--- config.mk ---
export PLATFORM = sky130hd
export DESIGN_NAME = base32_string_decoder
export DESIGN_NICKNAME = d
export VERILOG_FILES = /design/src/design/b32d_pkg.sv /design/src/design/b32d_front.sv /design/src/design/b32d_queue.sv /design/src/design/b32d_back.sv /design/src/design/base32_string_decoder.sv
export SDC_FILE = /design/constraint.sdc
export NUM_CORES = 1
export LEC_CHECK = 0
export BUFFER_PORTS_ARGS = -buffer_cell sky130_fd_sc_hd__buf_2
export CELL_PAD_IN_SITES_DETAIL_PLACEMENT = 1
export CELL_PAD_IN_SITES_GLOBAL_PLACEMENT = 1
export CORE_MARGIN = 2
export CORE_UTILIZATION = 45
export DETAILED_ROUTE_END_ITERATION = 6
export PLACE_DENSITY_LB_ADDON = 0.12
export SLEW_MARGIN = 20
export SYNTH_ARGS = -nofsm -noshare
export SYNTH_HDL_FRONTEND = slang
export SYNTH_HIERARCHICAL = 1
export SYNTH_SLANG_ARGS = --single-unit
--- constraint.sdc ---
create_clock -name clk -period 7.5 [get_ports clk]
set_input_delay 0.75 -clock clk [delete_from_list [all_inputs] [get_ports clk]]
set_output_delay 0.75 -clock clk [all_outputs]
set_load 0.1 [all_outputs]
--- src/design/b32d_pkg.sv ---
// b32d_pkg: shared types and constants of the base32 string decoder.
// No dependencies; used by every module in design/.

package b32d_pkg;

    // Longest string length honored; longer lengths saturate to it
    localparam int MAX_CHARS = 4096;

    // Default depth of the queue between the front and back ends
    localparam int QUEUE_DEPTH = 4;

    // Character classes of the base32 alphabet
    localparam logic [7:0] CH_UPPER_A = 8'h41;
    localparam logic [7:0] CH_UPPER_Z = 8'h5A;
    localparam logic [7:0] CH_LOWER_A = 8'h61;
    localparam logic [7:0] CH_LOWER_Z = 8'h7A;
    localparam logic [7:0] CH_DIGIT_2 = 8'h32;
    localparam logic [7:0] CH_DIGIT_7 = 8'h37;
    // '2' maps to digit 26, so subtract '2' - 26
    localparam logic [7:0] DIGIT_BIAS = 8'h18;

    localparam int BITS_PER_DIGIT = 5;
    localparam int BITS_PER_BYTE  = 8;

    // Classified character, as queued between front and back end
    typedef struct packed {
        logic [4:0]  digit;
        logic        digit_ok;
        logic        first;
        logic [11:0] limit;
        logic        last;
    } ent_t;

    // One result beat
    typedef struct packed {
        logic [7:0]  data_byte;
        logic        byte_valid;
        logic        end_of_string;
        logic [11:0] decoded_length;
        logic [11:0] pad_zero_count;
    } res_t;

endpackage

--- src/design/b32d_front.sv ---
// b32d_front: classifies one input character into a base32 digit and
// turns the string length into the byte limit. Depends on b32d_pkg.

module b32d_front
(
    input  logic [7:0]     symbol,
    input  logic           first_symbol,
    input  logic [11:0]    string_length,
    input  logic           last_symbol,
    output b32d_pkg::ent_t ent
);

    logic [7:0]  digit_wide;
    logic        digit_ok;
    logic [11:0] len_sat;
    logic [14:0] len_x5;

    // Alphabet lookup: A-Z / a-z -> 0..25, 2-7 -> 26..31, rest skipped
    always_comb
    begin
        digit_ok   = 1'b1;
        digit_wide = 8'h00;
        case (symbol) inside
            [b32d_pkg::CH_UPPER_A:b32d_pkg::CH_UPPER_Z]:
                digit_wide = symbol - b32d_pkg::CH_UPPER_A;
            [b32d_pkg::CH_LOWER_A:b32d_pkg::CH_LOWER_Z]:
                digit_wide = symbol - b32d_pkg::CH_LOWER_A;
            [b32d_pkg::CH_DIGIT_2:b32d_pkg::CH_DIGIT_7]:
                digit_wide = symbol - b32d_pkg::DIGIT_BIAS;
            default:
                digit_ok = 1'b0;
        endcase
    end

    // Byte limit = floor(len * 5 / 8), length saturated first
    assign len_sat = ({20'd0, string_length} > 32'(b32d_pkg::MAX_CHARS))
                     ? 12'(b32d_pkg::MAX_CHARS) : string_length;
    assign len_x5  = {1'b0, len_sat, 2'b00} + {3'b000, len_sat};

    assign ent.digit    = digit_wide[4:0];
    assign ent.digit_ok = digit_ok;
    assign ent.first    = first_symbol;
    assign ent.limit    = len_x5[14:3];
    assign ent.last     = last_symbol;

endmodule

--- src/design/b32d_queue.sv ---
// b32d_queue: small FIFO of classified characters between the front and
// back ends. Depends on b32d_pkg for the entry type.

module b32d_queue
#(
    parameter int DEPTH = b32d_pkg::QUEUE_DEPTH
)
(
    input  logic           clk,
    input  logic           rst_n,
    input  logic           push,
    input  b32d_pkg::ent_t push_ent,
    output logic           full,
    input  logic           pop,
    output b32d_pkg::ent_t head,
    output logic           not_empty
);

    localparam int PTR_W = (DEPTH > 1) ? $clog2(DEPTH) : 1;
    localparam int CNT_W = $clog2(DEPTH + 1);

    b32d_pkg::ent_t    store_reg [DEPTH];
    logic [PTR_W-1:0]  wr_ptr_reg, wr_ptr_next;
    logic [PTR_W-1:0]  rd_ptr_reg, rd_ptr_next;
    logic [CNT_W-1:0]  count_reg, count_next;

    assign full      = (count_reg == CNT_W'(DEPTH));
    assign not_empty = (count_reg != '0);
    assign head      = store_reg[rd_ptr_reg];

    // Pointer and fill count update
    always_comb
    begin
        wr_ptr_next = wr_ptr_reg;
        rd_ptr_next = rd_ptr_reg;
        count_next  = count_reg;
        if (push)
        begin
            wr_ptr_next = (wr_ptr_reg == PTR_W'(DEPTH - 1)) ? '0 : wr_ptr_reg + 1'b1;
        end
        if (pop)
        begin
            rd_ptr_next = (rd_ptr_reg == PTR_W'(DEPTH - 1)) ? '0 : rd_ptr_reg + 1'b1;
        end
        if (push && !pop)
        begin
            count_next = count_reg + 1'b1;
        end
        else if (pop && !push)
        begin
            count_next = count_reg - 1'b1;
        end
    end

    always_ff @(posedge clk or negedge rst_n)
    begin
        if (!rst_n)
        begin
            wr_ptr_reg <= '0;
            rd_ptr_reg <= '0;
            count_reg  <= '0;
        end
        else
        begin
            wr_ptr_reg <= wr_ptr_next;
            rd_ptr_reg <= rd_ptr_next;
            count_reg  <= count_next;
        end
    end

    // Entry storage
    always_ff @(posedge clk)
    begin
        if (push)
        begin
            store_reg[wr_ptr_reg] <= push_ent;
        end
    end

endmodule

--- src/design/b32d_back.sv ---
// b32d_back: packs digits into bytes, applies the byte limit, flushes on
// the last character and drives the result register. Depends on b32d_pkg.

module b32d_back
(
    input  logic             clk,
    input  logic             rst_n,
    input  b32d_pkg::ent_t   head,
    input  logic             not_empty,
    output logic             pop,
    output b32d_pkg::res_t   res,
    output logic             res_valid,
    input  logic             res_ready
);

    // Packing state
    logic [7:0]  partial_reg, partial_next;
    logic [2:0]  bitpos_reg, bitpos_next;
    logic [11:0] emitted_reg, emitted_next;
    logic [11:0] limit_reg, limit_next;
    logic        reached_reg, reached_next;

    // Output register and the held second result of a step
    b32d_pkg::res_t out_reg, pend_reg;
    logic           out_valid_reg, pend_valid_reg;

    // Intermediate values of one step
    logic [7:0]  p0;
    logic [2:0]  b0;
    logic [11:0] e0, l0, e1;
    logic        r0, r1;
    logic [7:0]  p1;
    logic [2:0]  b1;
    logic [3:0]  np;
    logic [12:0] shifted;
    logic        byte_emit, flush_emit;
    logic [7:0]  done_byte;
    logic [11:0] pad;
    b32d_pkg::res_t res_a, res_b, end_fields;
    logic        have_a, have_b;
    logic        can_take;

    assign can_take = !out_valid_reg || res_ready;
    assign pop      = can_take && !pend_valid_reg && not_empty;

    // One character step: first-load, digit pack, flush, end report, result ordering
    always_comb
    begin
        // start of string loads the limit
        p0 = head.first ? 8'h00  : partial_reg;
        b0 = head.first ? 3'd0   : bitpos_reg;
        e0 = head.first ? 12'd0  : emitted_reg;
        l0 = head.first ? head.limit : limit_reg;
        r0 = head.first ? (head.limit == 12'd0) : reached_reg;

        // digit placement
        np        = {1'b0, b0} + 4'(b32d_pkg::BITS_PER_DIGIT);
        shifted   = {head.digit, 8'h00} >> np[2:0];
        byte_emit = head.digit_ok && !r0 && (e0 < l0) && np[3];
        p1        = p0;
        b1        = b0;
        e1        = e0;
        r1        = r0;
        done_byte = p0 | {3'b000, shifted[12:8]};
        if (head.digit_ok && !r0 && (e0 < l0))
        begin
            b1 = np[2:0];
            if (np[3])
            begin
                p1 = shifted[7:0];
                e1 = e0 + 12'd1;
                r1 = r0 || (e1 >= l0);
            end
            else
            begin
                p1 = p0 | shifted[7:0];
            end
        end

        // flush of a pending partial byte
        flush_emit   = head.last && !r1 && (b1 != 3'd0) && (e1 < l0);
        partial_next = p1;
        bitpos_next  = b1;
        emitted_next = e1;
        reached_next = r1;
        limit_next   = l0;
        if (flush_emit)
        begin
            emitted_next = e1 + 12'd1;
            reached_next = r1 || (emitted_next >= l0);
        end
        if (head.last)
        begin
            partial_next = 8'h00;
            bitpos_next  = 3'd0;
        end

        // end-of-string report
        pad = (l0 >= emitted_next) ? (l0 - emitted_next) : 12'd0;
        end_fields                = '0;
        end_fields.end_of_string  = 1'b1;
        end_fields.decoded_length = l0;
        end_fields.pad_zero_count = pad;

        // result ordering: completed byte, then flushed byte, end on last
        res_a  = '0;
        res_b  = '0;
        have_a = 1'b0;
        have_b = 1'b0;
        if (byte_emit && flush_emit)
        begin
            have_a           = 1'b1;
            res_a.data_byte  = done_byte;
            res_a.byte_valid = 1'b1;
            have_b           = 1'b1;
            res_b            = end_fields;
            res_b.data_byte  = p1;
            res_b.byte_valid = 1'b1;
        end
        else if (byte_emit)
        begin
            have_a           = 1'b1;
            res_a            = head.last ? end_fields : '0;
            res_a.data_byte  = done_byte;
            res_a.byte_valid = 1'b1;
        end
        else if (flush_emit)
        begin
            have_a           = 1'b1;
            res_a            = end_fields;
            res_a.data_byte  = p1;
            res_a.byte_valid = 1'b1;
        end
        else if (head.last)
        begin
            have_a = 1'b1;
            res_a  = end_fields;
        end
    end

    // Packing state registers
    always_ff @(posedge clk or negedge rst_n)
    begin
        if (!rst_n)
        begin
            partial_reg <= 8'h00;
            bitpos_reg  <= 3'd0;
            emitted_reg <= 12'd0;
            limit_reg   <= 12'd0;
            reached_reg <= 1'b0;
        end
        else if (pop)
        begin
            partial_reg <= partial_next;
            bitpos_reg  <= bitpos_next;
            emitted_reg <= emitted_next;
            limit_reg   <= limit_next;
            reached_reg <= reached_next;
        end
    end

    // Output and pending valid flags
    always_ff @(posedge clk or negedge rst_n)
    begin
        if (!rst_n)
        begin
            out_valid_reg  <= 1'b0;
            pend_valid_reg <= 1'b0;
        end
        else if (can_take)
        begin
            if (pend_valid_reg)
            begin
                out_valid_reg  <= 1'b1;
                pend_valid_reg <= 1'b0;
            end
            else if (not_empty)
            begin
                out_valid_reg  <= have_a;
                pend_valid_reg <= have_b;
            end
            else
            begin
                out_valid_reg <= 1'b0;
            end
        end
    end

    // Output and pending payload
    always_ff @(posedge clk)
    begin
        if (can_take)
        begin
            if (pend_valid_reg)
            begin
                out_reg <= pend_reg;
            end
            else if (not_empty)
            begin
                out_reg  <= res_a;
                pend_reg <= res_b;
            end
        end
    end

    assign res       = out_reg;
    assign res_valid = out_valid_reg;

endmodule

--- src/design/base32_string_decoder.sv ---
// base32_string_decoder: top level of the streaming base32 text decoder.
// Depends on b32d_pkg, b32d_front, b32d_queue and b32d_back.

// Takes one character beat per clock while the queue has room and returns
// decoded bytes on the result channel. A character beat is accepted whenever
// the classified character queue (QUEUE_DEPTH entries) has room, so input
// flow does not wait on a stalled result side until the queue fills. The
// back end takes one queued character per cycle unless the result side
// stalls; a character that both completes a byte and flushes the partial
// byte on the last symbol yields two result beats and holds the back end
// until the second beat has moved into the result register. The first
// result of a character passes through the queue storage and then the
// result register. Non-alphabet characters produce no beat, except that
// the last character of a string always produces at least one beat
// carrying end_of_string, decoded_length and pad_zero_count.

module base32_string_decoder
#(
    parameter int QUEUE_DEPTH = b32d_pkg::QUEUE_DEPTH
)
(
    input  logic        clk,
    input  logic        rst_n,
    input  logic        sym_valid,
    output logic        sym_ready,
    input  logic [7:0]  symbol,
    input  logic        first_symbol,
    input  logic [11:0] string_length,
    input  logic        last_symbol,
    output logic        res_valid,
    input  logic        res_ready,
    output logic [7:0]  data_byte,
    output logic        byte_valid,
    output logic        end_of_string,
    output logic [11:0] decoded_length,
    output logic [11:0] pad_zero_count
);

    b32d_pkg::ent_t front_ent;
    b32d_pkg::ent_t head;
    b32d_pkg::res_t res;
    logic           q_full;
    logic           q_not_empty;
    logic           q_pop;
    logic           q_push;

    assign sym_ready = !q_full;
    assign q_push    = sym_valid && !q_full;

    b32d_front u_front
    (
        .symbol        (symbol),
        .first_symbol  (first_symbol),
        .string_length (string_length),
        .last_symbol   (last_symbol),
        .ent           (front_ent)
    );

    b32d_queue
    #(
        .DEPTH (QUEUE_DEPTH)
    )
    u_queue
    (
        .clk       (clk),
        .rst_n     (rst_n),
        .push      (q_push),
        .push_ent  (front_ent),
        .full      (q_full),
        .pop       (q_pop),
        .head      (head),
        .not_empty (q_not_empty)
    );

    b32d_back u_back
    (
        .clk       (clk),
        .rst_n     (rst_n),
        .head      (head),
        .not_empty (q_not_empty),
        .pop       (q_pop),
        .res       (res),
        .res_valid (res_valid),
        .res_ready (res_ready)
    );

    assign data_byte      = res.data_byte;
    assign byte_valid     = res.byte_valid;
    assign end_of_string  = res.end_of_string;
    assign decoded_length = res.decoded_length;
    assign pad_zero_count = res.pad_zero_count;

endmodule

# Word-level counts from Yosys, hierarchy flattened
# Memories as Yosys holds them, arrays and structs flattened.
# Cells that the tools add are included.
[op_classes] addsub=12 magnitude_cmp=11 eq_ne=3 n_shift=1 n_mux=46 n_bitwise=3 n_reduce_logical=32
[ops] operator="$mux 34" n=4
[ops] operator="$mux 12" n=6
[ops] operator="$mux 25" n=2
[ops] operator="$ge 12x12->1" n=3
[ops] operator="$mux 8" n=4
[ops] operator="$mux 26" n=1
[ops] operator="$add 12x1->12 const B" n=2
[ops] operator="$lt 12x12->1" n=2
[ops] operator="$mux 1" n=18
[ops] operator="$ge 8x7->1 const B" n=2
[ops] operator="$le 8x7->1 const B" n=2
[ops] operator="$add 14x12->15" n=1
[ops] operator="$logic_and 1x1->1" n=15
[ops] operator="$mux 3" n=5
[ops] operator="$mux 5" n=3
[ops] operator="$shr 13x3->13" n=1
[ops] operator="$logic_not 12->1" n=1
[ops] operator="$sub 12x12->12" n=1
[ops] operator="$sub 5x1->5 const B" n=2
[ops] operator="$mux 9" n=1
[ops] operator="$ge 8x6->1 const B" n=1
[ops] operator="$le 8x6->1 const B" n=1
[ops] operator="$or 8x5->8" n=1
[ops] operator="$or 8x8->8" n=1
[ops] operator="15 further kinds" n=28
[word_totals] register_bits=113 ramBits=80 in_bits=26 output_inout_bits=36 wordCells=129 n_memories=1
[memory_table] name="u_queue.store_reg" words=4 width=20 read_ports=1 rd_clocked_by_memory_dff=0 wr=1 line="b32d_queue.sv:22" source="b32d_pkg::ent_t store_reg [DEPTH];"

# Logic depth before layout (Yosys ltp)
# An unclocked memory read counts as a cell.
[logic_depth] ltp_word=20 ltp_mapped=37 ltp_nobuf=32

# Modules after synthesis
# Netlist, hierarchy kept.
[modules_own_cells] module="b32d_back" instances=1 cells_each=770 area_each_um2=7437.1 seq_area_each_um2=2962.8
[modules_own_cells] module="b32d_queue" instances=1 cells_each=141 area_each_um2=3305.7 seq_area_each_um2=2577.5
[modules_own_cells] module="b32d_front" instances=1 cells_each=135 area_each_um2=943.4 seq_area_each_um2=0.0
[modules_own_cells] module="base32_string_decoder" instances=1 cells_each=2 area_each_um2=10.0 seq_area_each_um2=0.0

# Worst setup path before layout
# Ideal clock, no wire load.
[synth_timing] kind="register -> register" start="register u_queue.rd_ptr_reg[0]" end="register u_back.out_reg (netlist bit u_back/res[1]), data pin" setup_time_ns=0.132 arrival_time_ns=7.728 required_time_ns=7.368 slack_ns=-0.359 stages_incl_launch_ff=37 n_path_buf=6 synth_period_minus_slack_ns=7.859 cell_sequence="dfrtp_1 > buf_6 > mux4_2 > buf_4 > buf_2 > buf_1 > mux2i_1 > ha_1 > nor2b_1 > o2111ai_1 > o2111ai_1 > a21o_4 > nor2_2 > buf_4 > nand2_1 > xnor2_1 > inv_1 > ha_1 > o21a_1 > o31ai_1 > a21oi_1 > o2111ai_1 > a21o_1 > nand3b_2 > xnor2_1 > ha_1 > fa_1 > nor2b_1 > o21ai_0 > nand2b_1 > a31oi_1 > a21oi_1 > o221ai_1 > o21ai_0 > nor2b_1 > buf_2 > a22o_1"
[synth_lines] element="from (decl)" line="b32d_queue.sv:24" source="logic [PTR_W-1:0] rd_ptr_reg, rd_ptr_next;"
[synth_lines] element="from (signal assigned)" line="b32d_queue.sv:66" source="rd_ptr_reg <= rd_ptr_next;"
[synth_lines] element="to (signal assigned)" line="b32d_back.sv:196" source="out_reg <= pend_reg;"
[synth_lines] element="to (signal assigned)" line="b32d_back.sv:200" source="out_reg <= res_a;"
[synth_lines] element="to (decl)" line="b32d_back.sv:24" source="b32d_pkg::res_t out_reg, pend_reg;"

==> flow_summary.ini <==
[routing]
wirelength_um = 31000
first_pass_iters = 4
wl_per_cell_um = 21.0
viasPerCell = 5.73
drtAntennaViolNets = 0
drtIter0Drc = 370
drc = 0
vias = 8462

[floorplan]
die_area_um2 = 27300
num_rows = 59
dieHeight_um = 165
core_um2 = 25800
start_util = 0.454
ioPinCount = 62
die_w_um = 165

[logic_synthesis]
synth_flop_cell = edfxtp_1
netlist_instances = 1048
synth_top_family_by_area = compound AO/OA/AOI/OAI gates
synth.distinct_cells = 101
synth-seq-area-share = 0.474
synth_compound_area_frac = 0.142
synthArstFlopShare = 0.234
ys_seq_elements = 192
muxShareOfSynthArea = 0.0629
synth-simple-area-share = 0.140
synthAdderAreaFrac = 0.0929
syn-cell-area_um2 = 11700
synth_edf_count = 147
synth_xor_area_frac = 0.0484
synth_warnings = 6
syn_nets = 1159
synth.avg_cell_area_um2 = 11.2

[sta]
setup_slack_ns = 0.432
slew_viol_final = 0
slew-limit-headroom = 0.284
setup_violations = 0
tightestPinTransition_ns = 1.07
hold_slack_ns = 0.431
finClkSkew_ns = 0.0178
hold_viol = 0
max_freq_mhz = 141
setup_tns_ns = 0
fin_crit_ns = 7.07
min_period_over_period = 0.942

[final_layout]
fin_nets = 1241
largest_reg_flops = 80
multi_input_area_um2 = 5810
synthToLayoutAreaGrowth_pct = 13.2
antennaDiodeCount = 0
fin_cells = 1478
drive_above_1_share = 0.196
fin_area_um2 = 13200
final_common_cell = edfxtp_1
n_fill_cell = 2806
layout_common_cells = edfxtp_1, nand2_1, ha_1, nor2_1, buf_2
seqCellArea_um2 = 5540
fin_util = 0.514

[global_routing]
gr-total-overflow = 0
grt_pass1_vias = 8723
antenna_found_initial = 0
grt_use_total = 0.235
grt_pass1_wl_um = 48900
grt_max_degree = 59

[flow_run]
max-cap-violations = 0

[place]
routabilityCongestion = 0.881
port_buffers = 61
dp_cells = 1442
post-dp-hpwl_um = 22900
post_dp_cell_area_um2 = 12600
place_ws_ns = 0.0712

[cts]
cts_inserted_buffers = 17
path_clk_slew_ns = 0.08
clk-insertion-delay-late_ns = 0.44
cts.sinks = 192
cts_tree = built
root_buffer = clkbuf_16
cts_max_level = 4
clk_path_buf_depth = 2

[worst_setup_path]
slowest_delay_ns = 0.59
crit_top_cell = ha_1
startpoint_type = flop
crit_required_ns = 7.69
worst-setup-path-type = reg2reg
crit_fanout = 6
cp_slowest_cell = mux4_2
arrival_ns = 7.26
crit_path_end_kind = flop

[min_path]
hold_path_class = in2async

[run_status]
status = finished, final reports clean

[power_and_ir_drop]
ir_drop_mv = 0.283
power.density_nw_per_um2 = 491
power_mw = 6.50
power.leakage_nw = 5.37
critical path, delay by kind of cell, from the launching register on:
kind | cells | cell delay, ns
AOI/OAI and AO/OA | 13 | 2.55
adders and majority gates | 3 | 0.98
and+or+nand+nor | 7 | 0.96
muxes | 2 | 0.78
xor gates and xnor gates | 3 | 0.71
buffers and inverters | 3 | 0.45
DFF | 1 | 0.41
cells in the mapped netlist, drive strengths merged (4+ instances only):
cell type | n | area [um2]
a211oi | 8 | 70.1
o21a | 6 | 45.0
a21boi | 6 | 45.1
and3 | 16 | 105
o22ai | 10 | 68.8
nand2b | 12 | 82.6
a21oi | 48 | 259
mux4 | 20 | 458
or3 | 8 | 50.1
o2111ai | 8 | 70.1
ha | 82 | 1030
buf | 27 | 175
dfrtp | 45 | 1130
mux2i | 21 | 210
o21ai | 61 | 305
inv | 54 | 203
a221oi | 4 | 35.0
o31ai | 13 | 103
a21o | 10 | 83.8
nor2b | 23 | 149
nor2 | 72 | 283
nor3 | 14 | 75.1
nand4 | 12 | 75.1
nand3b | 5 | 41.3
o211ai | 9 | 86.3
nand2 | 100 | 380
a22o | 22 | 193
nand3 | 23 | 120
xor2 | 18 | 165
nor4 | 9 | 77.6
clkbuf | 23 | 87.6
a31oi | 5 | 31.3
mux2 | 6 | 67.6
edfxtp | 147 | 4410
xnor2 | 44 | 400
and2 | 9 | 56.3
timing repair:
action,in CTS,in global routing
setup buffers,0,4
gates resized for setup,0,15
hold endpoints to repair,0,0
hold buffers,0,0
setup endpoints to repair,0,24
layer usage:
layer  GRT usage  vias to the layer above  wire [um]
li1            -                     4050          -
met1       0.304                     4243      14000
met2       0.416                      134      15600
met3      0.0235                       35        705
met4      0.0747                        0        634
met5           0                        -          0
layout make-up:
type,instances,share of cell area
Clock buffer,19,0.0327
Clock inverter,13,0.00917
Inverter,56,0.0159
Multi-Input combinational cell,750,0.439
Sequential cell,192,0.418
Tap cell,335,0.0317
Timing Repair Buffer,113,0.0534
worst paths after layout:
check / start / to / slack, ns / depth (start not counted)
setup / recovery: u_queue/rd_ptr_reg[0]$_DFFE_PN0P_ / u_back/res[11]$_DFFE_PP_ / 0.43 / 31
hold / removal: rst_n / u_back/res_valid$_DFFE_PN0N_ / 0.43 / 2
setup reg to reg: u_queue/rd_ptr_reg[0]$_DFFE_PN0P_ / u_back/res[11]$_DFFE_PP_ / 0.43 / 31
hold reg to reg: u_queue/count_reg[2]$_DFFE_PN0P_ / u_queue/count_reg[2]$_DFFE_PN0P_ / 0.49 / 1
max in group asynchronous: rst_n / u_back/limit_reg[7]$_DFFE_PN0P_ / 6.58 / 2
min in group clk: u_queue/count_reg[2]$_DFFE_PN0P_ / u_queue/count_reg[2]$_DFFE_PN0P_ / 0.49 / 1
where the power goes:
part | total, mW | switching (mW) | leakage [nW] | internal, mW
clock network | 0.894 | 0.456 | 0.263 | 0.439
logic | 3.86 | 2.63 | 3.09 | 1.23
registers | 1.74 | 0.134 | 2.02 | 1.61
kinds of logic after synthesis:
group,count (synthesis)
fa+ha+maj,85
xor+xnor,62
buf+inv,106
mux,47
compound gates,236
flops,192
simple gates,319
other cells,1
Power figures use the tool's default switching activity.
